--- config.mk ---
export PLATFORM = sky130hd
export DESIGN_NAME = wifi_frame_header_parser
export DESIGN_NICKNAME = d
export VERILOG_FILES = /design/src/wfhp_pkg.sv /design/src/wfhp_out_fifo.sv /design/src/wifi_frame_header_parser.sv
export SDC_FILE = /design/constraint.sdc
export NUM_CORES = 1
export LEC_CHECK = 0
export BUFFER_PORTS_ARGS = -buffer_cell sky130_fd_sc_hd__buf_4
export CORE_MARGIN = 4
export CORE_UTILIZATION = 45
export CTS_BUF_LIST = sky130_fd_sc_hd__clkbuf_2 sky130_fd_sc_hd__clkbuf_4 sky130_fd_sc_hd__clkbuf_8
export CTS_CLUSTER_DIAMETER = 80
export DETAILED_ROUTE_END_ITERATION = 10
export GPL_ROUTABILITY_DRIVEN = 0
export SLEW_MARGIN = 20
export SYNTH_ARGS = -nofsm -noshare
export SYNTH_HDL_FRONTEND = slang
export SYNTH_HIERARCHICAL = 1
export SYNTH_SLANG_ARGS = --single-unit
--- constraint.sdc ---
create_clock -name clk -period 12.1 [get_ports clk]
set_input_delay 1.815 -clock clk [delete_from_list [all_inputs] [get_ports clk]]
set_output_delay 1.815 -clock clk [all_outputs]
set_load 0.05 [all_outputs]
--- src/wfhp_pkg.sv ---
// wfhp_pkg: shared types and constants for the 802.11 frame header parser
// used by wifi_frame_header_parser and wfhp_out_fifo; no dependencies
package wfhp_pkg;

  // information element walk phases
  typedef enum logic [1:0] {
    PH_TAG  = 2'd0,
    PH_LEN  = 2'd1,
    PH_BODY = 2'd2,
    PH_DONE = 2'd3
  } phase_t;

  // ssid status codes
  localparam logic [1:0] SSID_NONE    = 2'd0;
  localparam logic [1:0] SSID_HIDDEN  = 2'd1;
  localparam logic [1:0] SSID_PRESENT = 2'd2;

  // receiver frame kinds and frame types
  localparam logic [1:0] KIND_DATA  = 2'd2;
  localparam logic [1:0] TYPE_MGMT  = 2'd0;

  // subtypes of interest
  localparam logic [3:0] SUBTYPE_PROBE_RESP = 4'h5;
  localparam logic [3:0] SUBTYPE_BEACON     = 4'h8;
  localparam logic [3:0] SUBTYPE_NULL       = 4'h4;
  localparam logic [3:0] SUBTYPE_QOS_NULL   = 4'hC;
  localparam logic [3:0] SUBTYPE_QOS_CFP    = 4'hE;
  localparam logic [3:0] SUBTYPE_QOS_CFACK  = 4'hF;

  // element walk start offsets and header layout
  localparam int unsigned IE_START_BEACON = 36;
  localparam int unsigned IE_START_OTHER  = 24;
  localparam int unsigned HDR_BASE        = 24;
  localparam int unsigned HDR_ADDR4       = 6;
  localparam int unsigned HDR_QOS         = 2;
  localparam int unsigned SNAP_SPAN       = 8;

  localparam logic [7:0] LLC_SAP     = 8'hAA;
  localparam logic [7:0] LLC_CTRL_UI = 8'h03;
  localparam logic [7:0] CHAR_DOT    = 8'h2E;
  localparam logic [7:0] CHAR_LOW    = 8'd32;
  localparam logic [7:0] CHAR_HIGH   = 8'd126;

  // snap header match progress
  localparam logic [2:0] SNAP_IDLE = 3'd0;
  localparam logic [2:0] SNAP_AA1  = 3'd1;
  localparam logic [2:0] SNAP_AA2  = 3'd2;
  localparam logic [2:0] SNAP_UI   = 3'd3;
  localparam logic [2:0] SNAP_ET1  = 3'd4;
  localparam logic [2:0] SNAP_DONE = 3'd5;

  // output queue
  localparam int unsigned FIFO_DEPTH = 4;
  localparam int unsigned FIFO_PTR_W = 2;

  typedef struct packed {
    logic        is_summary;
    logic        snap_found;
    logic [15:0] ethertype;
    logic [5:0]  ssid_length;
    logic [1:0]  ssid_status;
    logic        dest_bcast;
    logic [47:0] source_address;
    logic [47:0] destination_address;
    logic [3:0]  frame_subtype;
    logic [1:0]  frame_type;
    logic        discarded;
    logic [7:0]  ssid_char;
  } result_t;

endpackage

--- src/wfhp_out_fifo.sv ---
// wfhp_out_fifo: small result queue, takes up to two results per cycle, gives one
// depends on wfhp_pkg (result_t, queue depth)
module wfhp_out_fifo (
  input  logic              clk,
  input  logic              rst,
  input  logic [1:0]        push_count,
  input  wfhp_pkg::result_t push_a,
  input  wfhp_pkg::result_t push_b,
  input  logic              pop,
  output logic              out_valid,
  output wfhp_pkg::result_t out_item,
  output logic              room_for_two
);

  localparam int unsigned PTR_W = wfhp_pkg::FIFO_PTR_W;

  wfhp_pkg::result_t mem [wfhp_pkg::FIFO_DEPTH];
  logic [PTR_W-1:0]  wptr;
  logic [PTR_W-1:0]  rptr;
  logic [PTR_W:0]    count;
  logic [PTR_W:0]    count_next;

  always_ff @(posedge clk) begin
    if (push_count != 2'd0) begin
      mem[wptr] <= push_a;
    end
    if (push_count == 2'd2) begin
      mem[wptr + PTR_W'(1)] <= push_b;
    end
  end

  always_comb begin
    count_next = count + (PTR_W+1)'(push_count) - (PTR_W+1)'(pop);
  end

  always_ff @(posedge clk) begin
    if (rst) begin
      wptr  <= '0;
      rptr  <= '0;
      count <= '0;
    end else begin
      wptr  <= wptr + PTR_W'(push_count);
      rptr  <= rptr + PTR_W'(pop);
      count <= count_next;
    end
  end

  assign out_valid    = (count != '0);
  assign out_item     = mem[rptr];
  assign room_for_two = (count <= (PTR_W+1)'(wfhp_pkg::FIFO_DEPTH - 2));

endmodule

--- src/wifi_frame_header_parser.sv ---
// wifi_frame_header_parser: 802.11 header, address and ssid extraction per byte
// results are written into the result queue at the byte's accepting edge
// throughput: one byte per cycle while ready is high; the parse logic sits between the byte port and
// a four-entry result queue, a last byte that also ends an ssid queues two results
// ready drops only while the queue holds more than two results
// reset (rst, synchronous) clears the parser state and empties the queue
module wifi_frame_header_parser #(
  parameter int unsigned MAX_FRAME_BYTES = 4095,
  parameter int unsigned SSID_MAX_CHARS  = 32
) (
  input  logic         clk,
  input  logic         rst,
  input  logic         s_axis_tvalid,
  output logic         s_axis_tready,
  input  logic [23:0]  s_axis_tdata,  // data_byte[7:0], frame_length[19:8], zero fill
  input  logic [1:0]   s_axis_tuser,  // frame_kind[1:0]
  input  logic         s_axis_tlast,  // last_byte
  output logic         m_axis_tvalid,
  input  logic         m_axis_tready,
  // ssid_char[7:0], discarded[8], frame_type[10:9], frame_subtype[14:11],
  // destination_address[62:15], source_address[110:63], dest_bcast[111],
  // ssid_status[113:112], ssid_length[119:114], ethertype[135:120],
  // snap_found[136], zero fill
  output logic [143:0] m_axis_tdata,
  output logic         m_axis_tuser   // is_summary
);

  localparam int unsigned POS_W = $clog2(MAX_FRAME_BYTES + 1);
  localparam int unsigned ES_W  = POS_W + 1;
  localparam int unsigned CNT_W = $clog2(SSID_MAX_CHARS + 1);
  localparam int unsigned CMP_W = ((POS_W > 12) ? POS_W : 12) + 2;

  logic [7:0]  data_byte;
  logic [11:0] frame_length;
  logic [1:0]  frame_kind;
  logic        last_byte;
  logic        accept;

  assign data_byte    = s_axis_tdata[7:0];
  assign frame_length = s_axis_tdata[19:8];
  assign frame_kind   = s_axis_tuser;
  assign last_byte    = s_axis_tlast;
  assign accept       = s_axis_tvalid & s_axis_tready;

  // parser state
  logic [POS_W-1:0]  byte_position, byte_position_next;
  logic [15:0]       control_word, control_word_next;
  logic [47:0]       dest_shift, dest_shift_next;
  logic [47:0]       src_shift, src_shift_next;
  logic [ES_W-1:0]   element_start, element_start_next;
  logic [7:0]        element_tag, element_tag_next;
  logic [7:0]        element_remaining, element_remaining_next;
  wfhp_pkg::phase_t  walk_phase, walk_phase_next;
  logic [1:0]        ssid_state, ssid_state_next;
  logic [CNT_W-1:0]  ssid_count, ssid_count_next;
  logic [2:0]        snap_match, snap_match_next;
  logic [15:0]       ether_word, ether_word_next;
  logic              drop_flag, drop_flag_next;

  logic [CMP_W-1:0]  p_ext;
  logic [CMP_W-1:0]  flen_ext;
  logic [CMP_W-1:0]  hdr_len;
  logic [7:0]        rem_dec;
  logic [3:0]        sub_b;
  logic [15:0]       cw_hi;
  logic              emit;
  logic [7:0]        ch;
  logic              keep;
  logic              snap_ok;

  wfhp_pkg::result_t char_item;
  wfhp_pkg::result_t sum_item;
  wfhp_pkg::result_t push_a;
  wfhp_pkg::result_t push_b;
  logic [1:0]        push_count;
  wfhp_pkg::result_t out_item;
  logic              room_for_two;

  always_comb begin
    byte_position_next     = byte_position;
    control_word_next      = control_word;
    dest_shift_next        = dest_shift;
    src_shift_next         = src_shift;
    element_start_next     = element_start;
    element_tag_next       = element_tag;
    element_remaining_next = element_remaining;
    walk_phase_next        = walk_phase;
    ssid_state_next        = ssid_state;
    ssid_count_next        = ssid_count;
    snap_match_next        = snap_match;
    ether_word_next        = ether_word;
    drop_flag_next         = drop_flag;
    emit                   = 1'b0;
    ch                     = 8'd0;

    p_ext    = CMP_W'(byte_position);
    flen_ext = CMP_W'(frame_length);
    sub_b    = data_byte[7:4];
    cw_hi    = {data_byte, control_word[7:0]};
    rem_dec  = element_remaining - 8'((element_remaining != 8'd0) ? 1 : 0);
    hdr_len  = CMP_W'(wfhp_pkg::HDR_BASE)
             + ((control_word[9:8] == 2'b11) ? CMP_W'(wfhp_pkg::HDR_ADDR4) : '0)
             + (control_word[7] ? CMP_W'(wfhp_pkg::HDR_QOS) : '0);

    // frame control word
    if (byte_position == '0) begin
      control_word_next = {8'd0, data_byte};
      walk_phase_next   = wfhp_pkg::PH_TAG;
      if (data_byte[3:2] == wfhp_pkg::TYPE_MGMT &&
          (sub_b == wfhp_pkg::SUBTYPE_PROBE_RESP || sub_b == wfhp_pkg::SUBTYPE_BEACON) &&
          flen_ext > CMP_W'(wfhp_pkg::IE_START_BEACON)) begin
        element_start_next = ES_W'(wfhp_pkg::IE_START_BEACON);
      end else if (flen_ext > CMP_W'(wfhp_pkg::IE_START_OTHER)) begin
        element_start_next = ES_W'(wfhp_pkg::IE_START_OTHER);
      end else begin
        walk_phase_next = wfhp_pkg::PH_DONE;
      end
    end else if (byte_position == POS_W'(1)) begin
      control_word_next = cw_hi;
      if (cw_hi[14] ||
          (frame_kind == wfhp_pkg::KIND_DATA &&
           (cw_hi[7:4] == wfhp_pkg::SUBTYPE_NULL || cw_hi[7:4] == wfhp_pkg::SUBTYPE_QOS_NULL ||
            cw_hi[7:4] == wfhp_pkg::SUBTYPE_QOS_CFP ||
            cw_hi[7:4] == wfhp_pkg::SUBTYPE_QOS_CFACK))) begin
        drop_flag_next = 1'b1;
      end
    end

    // address capture, first byte ends up most significant
    if (p_ext >= CMP_W'(4) && p_ext <= CMP_W'(9)) begin
      dest_shift_next = {dest_shift[39:0], data_byte};
    end
    if (p_ext >= CMP_W'(10) && p_ext <= CMP_W'(15)) begin
      src_shift_next = {src_shift[39:0], data_byte};
    end

    if (p_ext >= CMP_W'(2) && !drop_flag) begin
      // information element walk
      unique case (walk_phase)
        wfhp_pkg::PH_TAG: begin
          if (p_ext == CMP_W'(element_start)) begin
            if (p_ext + CMP_W'(1) < flen_ext) begin
              element_tag_next = data_byte;
              walk_phase_next  = wfhp_pkg::PH_LEN;
            end else begin
              walk_phase_next = wfhp_pkg::PH_DONE;
            end
          end
        end
        wfhp_pkg::PH_LEN: begin
          if (CMP_W'(element_start) + CMP_W'(2) + CMP_W'(data_byte) > flen_ext) begin
            walk_phase_next = wfhp_pkg::PH_DONE;
          end else if (element_tag == 8'd0) begin
            if (data_byte == 8'd0) begin
              ssid_state_next = wfhp_pkg::SSID_HIDDEN;
              walk_phase_next = wfhp_pkg::PH_DONE;
            end else begin
              ssid_state_next        = wfhp_pkg::SSID_PRESENT;
              element_remaining_next = data_byte;
              walk_phase_next        = wfhp_pkg::PH_BODY;
            end
          end else if (data_byte == 8'd0) begin
            element_start_next = ES_W'(byte_position) + ES_W'(1);
            walk_phase_next    = wfhp_pkg::PH_TAG;
          end else begin
            element_remaining_next = data_byte;
            walk_phase_next        = wfhp_pkg::PH_BODY;
          end
        end
        wfhp_pkg::PH_BODY: begin
          if (element_tag == 8'd0 && ssid_count < CNT_W'(SSID_MAX_CHARS)) begin
            emit            = 1'b1;
            ch              = (data_byte < wfhp_pkg::CHAR_LOW || data_byte > wfhp_pkg::CHAR_HIGH)
                            ? wfhp_pkg::CHAR_DOT : data_byte;
            ssid_count_next = ssid_count + CNT_W'(1);
          end
          element_remaining_next = rem_dec;
          if (rem_dec == 8'd0) begin
            if (element_tag == 8'd0) begin
              walk_phase_next = wfhp_pkg::PH_DONE;
            end else begin
              element_start_next = ES_W'(byte_position) + ES_W'(1);
              walk_phase_next    = wfhp_pkg::PH_TAG;
            end
          end
        end
        default: begin
        end
      endcase

      // llc/snap header check, only when the frame is long enough to hold it
      if (flen_ext >= hdr_len + CMP_W'(wfhp_pkg::SNAP_SPAN)) begin
        if (p_ext == hdr_len && snap_match == wfhp_pkg::SNAP_IDLE &&
            data_byte == wfhp_pkg::LLC_SAP) begin
          snap_match_next = wfhp_pkg::SNAP_AA1;
        end else if (p_ext == hdr_len + CMP_W'(1) && snap_match == wfhp_pkg::SNAP_AA1 &&
                     data_byte == wfhp_pkg::LLC_SAP) begin
          snap_match_next = wfhp_pkg::SNAP_AA2;
        end else if (p_ext == hdr_len + CMP_W'(2) && snap_match == wfhp_pkg::SNAP_AA2 &&
                     data_byte == wfhp_pkg::LLC_CTRL_UI) begin
          snap_match_next = wfhp_pkg::SNAP_UI;
        end else if (p_ext == hdr_len + CMP_W'(6) && snap_match == wfhp_pkg::SNAP_UI) begin
          ether_word_next = {data_byte, 8'd0};
          snap_match_next = wfhp_pkg::SNAP_ET1;
        end else if (p_ext == hdr_len + CMP_W'(7) && snap_match == wfhp_pkg::SNAP_ET1) begin
          ether_word_next = {ether_word[15:8], data_byte};
          snap_match_next = wfhp_pkg::SNAP_DONE;
        end
      end
    end

    // position saturates at the frame size limit
    if (byte_position < POS_W'(MAX_FRAME_BYTES)) begin
      byte_position_next = byte_position + POS_W'(1);
    end

    // summary reflects this byte's updates
    keep    = !drop_flag_next;
    snap_ok = keep && (snap_match_next == wfhp_pkg::SNAP_DONE);

    char_item           = '0;
    char_item.ssid_char = ch;

    sum_item                     = '0;
    sum_item.is_summary          = 1'b1;
    sum_item.discarded           = drop_flag_next;
    sum_item.frame_type          = control_word_next[3:2];
    sum_item.frame_subtype       = control_word_next[7:4];
    sum_item.destination_address = keep ? dest_shift_next : 48'd0;
    sum_item.source_address      = keep ? src_shift_next : 48'd0;
    sum_item.dest_bcast          = keep && (dest_shift_next == {48{1'b1}});
    sum_item.ssid_status         = keep ? ssid_state_next : wfhp_pkg::SSID_NONE;
    sum_item.ssid_length         = keep ? 6'(ssid_count_next) : 6'd0;
    sum_item.ethertype           = snap_ok ? ether_word_next : 16'd0;
    sum_item.snap_found          = snap_ok;

    if (last_byte) begin
      byte_position_next     = '0;
      control_word_next      = '0;
      dest_shift_next        = '0;
      src_shift_next         = '0;
      element_start_next     = '0;
      element_tag_next       = '0;
      element_remaining_next = '0;
      walk_phase_next        = wfhp_pkg::PH_TAG;
      ssid_state_next        = wfhp_pkg::SSID_NONE;
      ssid_count_next        = '0;
      snap_match_next        = wfhp_pkg::SNAP_IDLE;
      ether_word_next        = '0;
      drop_flag_next         = 1'b0;
    end

    // character first, summary behind it
    push_a     = emit ? char_item : sum_item;
    push_b     = sum_item;
    push_count = 2'd0;
    if (accept) begin
      push_count = 2'(emit) + 2'(last_byte);
    end
  end

  always_ff @(posedge clk) begin
    if (rst) begin
      byte_position     <= '0;
      control_word      <= '0;
      dest_shift        <= '0;
      src_shift         <= '0;
      element_start     <= '0;
      element_tag       <= '0;
      element_remaining <= '0;
      walk_phase        <= wfhp_pkg::PH_TAG;
      ssid_state        <= wfhp_pkg::SSID_NONE;
      ssid_count        <= '0;
      snap_match        <= wfhp_pkg::SNAP_IDLE;
      ether_word        <= '0;
      drop_flag         <= 1'b0;
    end else if (accept) begin
      byte_position     <= byte_position_next;
      control_word      <= control_word_next;
      dest_shift        <= dest_shift_next;
      src_shift         <= src_shift_next;
      element_start     <= element_start_next;
      element_tag       <= element_tag_next;
      element_remaining <= element_remaining_next;
      walk_phase        <= walk_phase_next;
      ssid_state        <= ssid_state_next;
      ssid_count        <= ssid_count_next;
      snap_match        <= snap_match_next;
      ether_word        <= ether_word_next;
      drop_flag         <= drop_flag_next;
    end
  end

  wfhp_out_fifo u_out_fifo (
    .clk          (clk),
    .rst          (rst),
    .push_count   (push_count),
    .push_a       (push_a),
    .push_b       (push_b),
    .pop          (m_axis_tvalid & m_axis_tready),
    .out_valid    (m_axis_tvalid),
    .out_item     (out_item),
    .room_for_two (room_for_two)
  );

  assign s_axis_tready = room_for_two;
  assign m_axis_tuser  = out_item.is_summary;
  assign m_axis_tdata  = {7'd0, out_item.snap_found, out_item.ethertype, out_item.ssid_length,
                          out_item.ssid_status, out_item.dest_bcast, out_item.source_address,
                          out_item.destination_address, out_item.frame_subtype,
                          out_item.frame_type, out_item.discarded, out_item.ssid_char};

endmodule
### After elaboration in Yosys (flattened, before gate mapping)

Memories as Yosys holds them, arrays and structs flattened. A register that Yosys moved wholly into a read port is not among the register bits.
Index checks and enable logic that the tools add are counted.

| storage, ports and cells | value |
|---|---|
| memories | 1 |
| input bits | 31 |
| output and inout port bits | 147 |
| memory bits (writable) | 552 |
| register bits after elaboration | 182 |

| operators by class | value |
|---|---|
| order comparisons | 15 |
| equality and inequality tests | 28 |
| add/subtract/negate cells | 20 |
| muxes and demuxes | 96 |
| bitwise logic cells | 2 |
| reduce and logical (&&, ||, !) cells | 46 |

Memory list:

| name | depth | bits a word | read ports | clocked after Yosys merged registers in | write ports | line | text |
|---|---|---|---|---|---|---|---|
| u_out_fifo.mem | 4 | 138 | 1 | 1 | 2 | wfhp_out_fifo.sv:17 | `wfhp_pkg::result_t mem [wfhp_pkg::FIFO_DEPTH];` |

Operator list:

| cell | number |
|---|---|
| two-way mux 48 bit | 6 |
| two-way mux 138 bit | 1 |
| two-way mux 13 bit | 10 |
| two-way mux 16 bit | 8 |
| two-way mux 8 bit | 14 |
| == test 12 x 8 -> 1 bit | 4 |
| == test 48 bit (second input constant) | 1 |
| two-way mux 2 bit | 22 |
| two-way mux 10 bit | 3 |
| two-way mux 6 bit | 5 |
| two-way mux 3 bit | 9 |
| adder 12 x 1 -> 13 bit (second input constant) | 2 |
| one-hot mux 13 bit (2 select lines) | 1 |
| <= comparator 12 x 4 -> 1 bit (second input constant) | 2 |
| zero test 8 bit | 3 |
| two-way mux 12 bit | 2 |
| logical AND 1 bit | 17 |
| adder 7 x 3 -> 8 bit (second input constant) | 2 |
| == test 4 bit (second input constant) | 4 |
| one-hot mux 8 bit (2 select lines) | 1 |
| adder 13 x 2 -> 14 bit (second input constant) | 1 |
| adder 14 x 8 -> 14 bit | 1 |
| > comparator 14 x 12 -> 1 bit | 1 |
| == test 12 x 13 -> 1 bit | 1 |
| other kinds (50) | 86 |

### Longest topological paths before layout

Gate-level depths: netlist of the first run.

| depth | value |
|---|---|
| depth in word-level cells | 18 |
| depth in mapped cells | 22 |
| depth with buffers taken out | 21 |

### Hierarchy

Netlist of the first run, hierarchy kept.

By module, submodules not included:

| module | sequential area each (µm²) | cells an instance | area each (µm²) | instances |
|---|---|---|---|---|
| wfhp_out_fifo | 16716.0 | 1375 | 27551.4 | 1 |
| wifi_frame_header_parser | 3503.4 | 1529 | 11813.8 | 1 |

### Worst setup path before layout of the first run

OpenSTA, ideal clock, no wires.

| timing path | value |
|---|---|
| path kind | input port to flip-flop |
| start point | input s_axis_tlast |
| end point | memory u_out_fifo/mem[0][0] (netlist name) (enable) |
| stages | 4 |
| slack | -0.876 ns |
| arrival | 12.150 ns |
| buffers on the path | 0 |
| data required time | 11.274 ns |
| path through | ha_1 -> and3_1 -> o21bai_1 -> o21ai_0 |

RTL lines:

| element | line | text |
|---|---|---|
| start, declared | wifi_frame_header_parser.sv:17 | `input logic s_axis_tlast,` |
| end, declared | wfhp_out_fifo.sv:17 |  |

==> results by group, run 1 <==
Outcome
  • Status: complete, no violations

Clock tree
  • CTS max path bufs: 3
  • H-tree Lvls: 4
  • Clock slew at reported path FFs: 0.07 ns
  • Hold buffers post-CTS: 0
  • CTS Root Cell: clkbuf_8
  • CTS tree: done
  • Worst-skew pair later-pin latency: 0.79 ns
  • Clock sink count: 734
  • CTS buffer count: 130
  • Resize count post-CTS: 0
  • Post-CTS setup buffer count: 0

Die
  • Core Region: 0.0868 mm^2
  • Io pins: 178
  • FP Rows: 108
  • Initial core utilization: 45.4%
  • Die area: 0.0923 mm^2
  • Chip height: 304 um
  • Die width: 304 um

Yosys
  • Post-Syn Area: 0.0394 mm^2
  • Top post-synthesis cells by area: edfxtp_1 42%, mux2_2 11%, dfxtp_1 9.3%, mux4_2 7.9%, mux2_4 4.5%
  • Number of flops mapped to enable cells by yosys: 552
  • Most numerous cell in the Yosys netlist: edfxtp_1
  • Seq/Total Area, Yosys: 51.4%
  • Synth warn: 6
  • Yosys top cell by area: edfxtp_1
  • Number of synthesized register bits: 734
  • Ys async rst share: 0%
  • Synth cell types: 96
  • Synth Flop Type: edfxtp_1
  • Post-Synthesis Cells: 2904
  • Syn Area/Cell: 13.6 um^2
  • Post-synth top area share: 42.1%
  • Top post-synthesis cells by count: 552 x edfxtp_1, 419 x nor2_1, 400 x mux2_2, 182 x dfxtp_1, 138 x mux4_2

Setup path
  • CP Max Fanout: 50
  • Top cell by count, worst path: buf_4
  • Slowest cell on crit path: buf_4
  • Bufs and invs on worst path: 5
  • Startpoint Class: flop
  • Reg-to-reg startpoint: walk_phase[0]$_SDFFE_PP0P_
  • Critical-path cell list: inv_1, ha_1, clkinv_1, nor4_2, ha_1, and3_1, nor4b_4, buf_4, buf_4, buf_4, mux2_2
  • CP delay by family, top: buffers and inverters
  • Worst setup startpoint: walk_phase[0]$_SDFFE_PP0P_
  • Number of stages on the worst setup path: 11
  • Crit path DAT: 6.75 ns
  • Worst Reg-to-Reg Cells: 11
  • Slowest Stage Delay on Critical Path: 0.89 ns
  • Critical Path End Type: flop
  • Worst R2R Setup Slack: 5.86 ns
  • Crit path capture: u_out_fifo/mem[1][65]$_DFFE_PP_
  • CP Class: reg2reg
  • R2R Path End: u_out_fifo/mem[1][65]$_DFFE_PP_
  • Worst EP required: 12.60 ns

Power and ir drop
  • Register share of total power: 41.5%
  • Switch share: 32.5%
  • Static Leak: 0.0171 uW
  • Clk pwr share: 33.4%
  • Worst IR drop on VDD: 0.112 mV
  • Pwr Density: 156 mW/mm^2
  • Combinational power share: 25.1%
  • Switching power: 2230 uW
  • Cell internal pwr: 4620 uW

Final layout
  • Final nets: 3179
  • Share of cells above drive strength 1: 35.3%
  • Area Overhead vs Synth: 11.7%

Timing
  • Max-slew headroom: 26.9%
  • Fin Hold WS: 0.455 ns
  • Final setup fails: 0
  • Hold Vio Cnt, Final: 0
  • RSZ-0062 raised after global routing: false
  • Slew @ Worst Pin: 1.09 ns
  • Fin. max-slew vios: 0
  • Tmin final: 6.24 ns
  • Final TNS setup: 0 ns
  • Fmax: 160 MHz
  • Final Cycle Share: 51.6%
  • Clock Skews: 0.0441 ns

GRT
  • Largest net degree at the start of global routing: 139
  • Vias in the first global route: 26687
  • GRT overflow: 0
  • Antenna violations before repair: 3
  • First-pass GRT wire length: 163000 um
  • Gr usage total: 22.9%

Routing
  • Wire per inst: 24.8 um
  • Initial DRC count: 1991
  • DRC Markers: 0
  • Via count: 25530
  • Final ANT Viol Nets: 0
  • Final wirelength: 108000 um
  • Detailed Routing Iterations Pass 1: 6
  • DR vias/cell: 5.89

Min path
  • Hold crit path type: reg2reg
  • Hold Crit Depth: 2

Place
  • DP HPWL: 62700 um
  • # port buffers: 166

Run
  • Max Cap Viol: 0
==> area by class of cell <==
class,count,area (um^2)
tap,1155,1450
sequential,734,20200
clock buffer,204,2440
clock inverter,31,141
timing repair buffer,207,1570
fill,7533,42800
multi-input combinational,1960,18000
antenna,1,2.50
inverter,46,173
==> how the worst min path moves through the flow <==
| stage | from | end | slack (ns) |
|---|---|---|---|
| floorplan | ether_word[7]$_SDFFE_PP0P_ | ether_word[7]$_SDFFE_PP0P_ | 0.42 |
| global placement | ether_word[0]$_SDFFE_PP0P_ | ether_word[0]$_SDFFE_PP0P_ | 0.44 |
| detailed placement | ether_word[0]$_SDFFE_PP0P_ | ether_word[0]$_SDFFE_PP0P_ | 0.44 |
| CTS | ether_word[7]$_SDFFE_PP0P_ | ether_word[7]$_SDFFE_PP0P_ | 0.45 |
| global route | ssid_state[1]$_SDFFE_PP0P_ | ssid_state[1]$_SDFFE_PP0P_ | 0.49 |
| finish | ether_word[7]$_SDFFE_PP0P_ | ether_word[7]$_SDFFE_PP0P_ | 0.45 |
==> worst register-to-register path: cells and delay by family (launching register included) <==
kind,cells,cell delay [ns]
muxes,1,0.46
buffers and inverters,5,3.04
and+or+nand+nor,3,1.30
adders and majority gates,2,0.80
DFF,1,0.36
==> cells by family after synthesis <==
group / count (synthesis) / synth area share (%)
AND/OR/NAND/NOR: 679 / 8.02
AO/OA/AOI/OAI: 311 / 5.69
XOR/XNOR: 45 / 1.07
other: 2 / 0.0191
multiplexers: 809 / 27.9
adder cells (fa/ha/maj): 69 / 2.23
buffers and inverters: 255 / 3.74
flip-flops: 734 / 51.4
==> cell usage in the layout, fill, tap and decap left out, types with 7 or more instances in the layout <==
cell type	Yosys	layout
mux2_1	39	39
nor2_1	419	416
a31oi_1	7	7
mux2_2	400	400
nand4_1	19	19
ha_1	67	67
o21ai_0	34	30
mux4_2	138	138
a22oi_1	121	121
clkbuf_4	0	58
a22o_1	24	24
conb_1	2	47
nand2_1	45	45
a21o_1	14	14
dfxtp_1	182	180
mux2_4	119	119
or3_1	11	10
xnor2_1	23	23
buf_4	23	205
clkinv_2	0	9
nand3_1	27	27
nor4_1	15	14
a21oi_1	42	42
inv_1	45	45
xor2_1	20	20
and3_1	13	13
nor3_1	35	35
mux2i_1	113	113
clkbuf_8	0	146
edfxtp_1	552	552
and2_1	28	28
clkinv_1	1	20
nand2b_1	15	15
nor2b_1	14	14
==> registers in the layout, summed over array words and instances, names as in the netlist <==
signal,flops
snap_match,3
ssid_state,2
u_out_fifo/rptr,2
ether_word,16
walk_phase,2
element_start,13
ssid_count,6
u_out_fifo/mem,552
control_word,8
drop_flag,1
dest_shift,48
src_shift,48
element_remaining,8
u_out_fifo/count,3
element_tag,8
byte_position,12
u_out_fifo/wptr,2
==> metrics by stage <==
stage	worst slack [ns]	util [%]	power, uW	std cells	cell area (um^2)
final	5.86	50.7	6850	4338	44000
after CTS	5.84	50.7	6930	4336	43900
after detailed placement	5.14	47.7	4640	4101	41400
after floorplan	2.57	-	4130	2949	39500
after global placement	5.16	47.7	4630	4101	41300
after global routing	5.55	50.7	7120	4338	44000
==> power by group through the flow <==
stage               Sequential [uW]  Clock, uW  Combinational [uW]
finish                         2840       2290                1720
global route                   2850       2470                1800
CTS                            2840       2340                1750
detailed placement             2900          0                1740
global placement               2890          0                1740
floorplan                      2860          0                1260
==> routing by layer <==
layer	GRT usage, %	share of wire, %	vias up
li1	-	-	11423
met1	30.9	43	13072
met2	37.1	48	845
met3	4.73	6.2	188
met4	7.68	2.9	2
met5	0	0.0065	-
(Power assumes the default switching activity.)
==> run 2: changes to the inputs <==
clock period = 5.1 ns   (was 12.1 ns; I/O delays follow)
==> run 2 against run 1 <==
Critical path depth grew 10. Clock-buffer cell count grew 10. Clock power grew 150%. First-iteration DRC count shrank 9.7%. Critical endpoint is now u_out_fifo/mem[2][112]$_DFFE_PP_. Highest routed layer unchanged.
==> results by group, run 2 (same netlist as run 1, synthesis figures left out) <==
Outcome
  • Status: complete, no violations

Clock tree
  • CTS tree: done
  • Clock slew at reported path FFs: 0.06 ns (about the same)
  • H-tree Lvls: 4 (unchanged)
  • Worst-skew pair later-pin latency: 0.78 ns (about the same)
  • Hold buffers post-CTS: 0 (unchanged)
  • CTS max path bufs: 3 (unchanged)
  • Post-CTS setup buffer count: 0 (unchanged)
  • CTS Root Cell: clkbuf_8
  • CTS buffer count: 132 (+1.5%)
  • Resize count post-CTS: 0 (unchanged)
  • Clock sink count: 734 (unchanged)

Setup path
  • Critical Path End Type: flop
  • CP Class: reg2reg
  • Worst Reg-to-Reg Cells: 21 (+10)
  • R2R Path End: u_out_fifo/mem[2][112]$_DFFE_PP_
  • Reg-to-reg startpoint: element_start[1]$_SDFFE_PP0P_
  • Slowest Stage Delay on Critical Path: 0.44 ns (-0.45 ns)
  • Worst EP required: 5.63 ns (-6.97 ns)
  • Critical-path cell list: inv_1, ha_1, inv_1, ha_1, inv_1, fa_1, nor2b_1, o31a_1, o21ai_1, nor2_1, xor2_1, ha_1, a21oi_1, o21ai_0, a211o_1, o211a_1, a211oi_2, buf_4, mux2i_1, nor2_1, mux2_4
  • Crit path DAT: 5.14 ns (-1.61 ns)
  • Slowest cell on crit path: fa_1
  • Startpoint Class: flop
  • Worst R2R Setup Slack: 0.49 ns (-5.37 ns)
  • CP Max Fanout: 7 (-86%)

Routing
  • Via count: 25710 (+0.71%)
  • DR vias/cell: 5.88 (about the same)
  • DRC Markers: 0 (unchanged)
  • Wire per inst: 24.9 um (+0.21%)
  • Final wirelength: 109000 um (+0.97%)
  • Detailed Routing Iterations Pass 1: 5 (-1)
  • Initial DRC count: 1797 (-9.7%)
  • Final ANT Viol Nets: 0 (unchanged)

Final layout
  • Most frequent cells in the layout: 552 x edfxtp_1, 416 x nor2_1, 400 x mux2_2
  • Top flop regs: u_out_fifo/mem x552, dest_shift x48, src_shift x48
  • Area Overhead vs Synth: 13.2%
  • Final nets: 3210 (+0.98%)
  • Share of cells above drive strength 1: 36.3% (+1.0 points)
  • Most common cell after layout, fill and taps aside: edfxtp_1
  • Fillers: 7426 (-1.4%)
  • Util after Layout: 51.4% (+0.71 points)
  • Biggest register: u_out_fifo/mem
  • Largest register FFs: 552 (unchanged)
  • Non-Filler Instances: 4371 (+0.76%)

GRT
  • First-pass GRT wire length: 165000 um (+1.4%)
  • Largest net degree at the start of global routing: 94 (-32%)
  • Vias in the first global route: 27196 (+1.9%)
  • Antenna violations before repair: 6 (+3)
  • Gr usage total: 23.2% (+0.31 points)
  • GRT overflow: 0 (unchanged)

Timing
  • RSZ-0062 raised after global routing: false
  • Fin Hold WS: 0.455 ns (+0.000498 ns)
  • Max-slew headroom: 32.3% (+5.4 points)
  • Final WS setup: 0.491 ns (-5.37 ns)
  • Clock Skews: 0.0347 ns (-0.00936 ns)
  • Fmax: 217 MHz (+35%)
  • Final setup fails: 0 (unchanged)
  • Final Cycle Share: 90.4% (+39 points)
  • Hold Vio Cnt, Final: 0 (unchanged)
  • Slew @ Worst Pin: 1.02 ns (-0.0765 ns)
  • Tmin final: 4.61 ns (-1.63 ns)
  • Fin. max-slew vios: 0 (unchanged)

Power and ir drop
  • Cell internal pwr: 11200 uW (+140%)
  • Switch share: 32.3% (-0.22 points)
  • Total power: 16500 uW (+140%)
  • Register share of total power: 40.7% (-0.8 points)
  • Switching power: 5340 uW (+140%)
  • Static Leak: 0.0173 uW (+1.6%)
  • Pwr Density: 371 mW/mm^2 (+140%)
  • Clk pwr share: 34.3% (+0.9 points)
  • Combinational power share: 25.0% (about the same)
  • Worst IR drop on VDD: 0.228 mV (+100%)

Min path
  • Hold crit path type: reg2reg
  • Worst Hold End: ether_word[7]$_SDFFE_PP0P_
  • Worst hold start: ether_word[7]$_SDFFE_PP0P_
  • Hold Crit Depth: 2 (unchanged)

Die
  • Initial core utilization: 45.4% (unchanged)
  • Die area: 0.0923 mm^2 (unchanged)
  • Die width: 304 um (unchanged)
  • FP Rows: 108 (unchanged)
  • Core Region: 0.0868 mm^2 (unchanged)
  • Chip height: 304 um (unchanged)
  • Io pins: 178 (unchanged)

Place
  • # port buffers: 166 (unchanged)
  • Post-place setup slack: -0.380 ns (-5.52 ns)
  • Post-Place Cells: 4131 (+0.73%)
  • DP HPWL: 65800 um (+4.9%)

Run
  • Max Cap Viol: 0 (unchanged)
## run 2: changes by cell type in the layout (fill, tap and decap cells not counted), moves of 2 or more
cell / previous run / this run
clkbuf_8: 146 / 150
inv_6: 2 / 4
clkinvlp_4: 1 / 6
inv_4: 0 / 2
clkinv_1: 20 / 8
buf_4: 205 / 214
clkbuf_4: 58 / 64
clkinv_2: 9 / 4
buf_12: 1 / 21
## run 2: layer usage
layer	vias up	GRT usage [%]	part of all wire [%]
met1	13119	29.7	42
met2	868	39.3	49
met5	-	0	0.046
li1	11484	-	-
met3	231	4.25	5.7
met4	8	8.81	3.4
## run 2: worst max path at each step
stage	from	endpoint	slack [ns]	cells past startpoint
after CTS	element_start[1]$_SDFFE_PP0P_	element_remaining[0]$_SDFFE_PP0P_	0.31	21
after global routing	element_start[1]$_SDFFE_PP0P_	u_out_fifo/mem[1][112]$_DFFE_PP_	0.21	21
after global placement	s_axis_tdata[1]	element_remaining[6]$_SDFFE_PP0P_	-0.17	21
after floorplan	byte_position[6]$_SDFFE_PP0P_	u_out_fifo/mem[0][0]$_DFFE_PP_	-1.15	9
after detailed placement	s_axis_tdata[1]	element_remaining[0]$_SDFFE_PP0P_	-0.38	22
final	element_start[1]$_SDFFE_PP0P_	u_out_fifo/mem[2][112]$_DFFE_PP_	0.49	21
## run 2: final cells by class
cell class / count / area, um^2 / area share (%)
inverters: 46 / 173 / 0.387
multi-input cells: 1960 / 18000 / 40.3
diodes: 1 / 2.50 / 0.00561
clock buffers: 214 / 2540 / 5.71
flip-flops and latches: 734 / 20200 / 45.4
clock inverters: 25 / 180 / 0.404
repair buffers: 236 / 2050 / 4.61
well taps: 1155 / 1450 / 3.24
## run 2: critical path, delay by kind of cell, from the launching register on
family / cells / cell delay (ns)
AOI/OAI and AO/OA: 7 / 1.32
adders and majority gates: 4 / 1.16
muxes: 2 / 0.54
and+or+nand+nor: 3 / 0.42
buffers and inverters: 4 / 0.39
DFF: 1 / 0.37
xor gates and xnor gates: 1 / 0.17
## run 2: stage by stage
step | TNS [ns] | area (um^2)
6_report | 0 | 44600
3_5_place_dp | -2.82 | 41800
5_1_grt | 0 | 44600
4_1_cts | 0 | 44600
3_3_place_gp | -1.43 | 41800
2_1_floorplan | -625.23 | 39500
## run 2: power groups by stage
stage | Combinational [uW] | Sequential, uW | Clock [uW]
after global routing | 4330 | 6750 | 6070
final | 4130 | 6730 | 5670
after CTS | 4210 | 6730 | 5800
after global placement | 4180 | 6850 | 0
after floorplan | 3000 | 6760 | 0
after detailed placement | 4210 | 6860 | 0
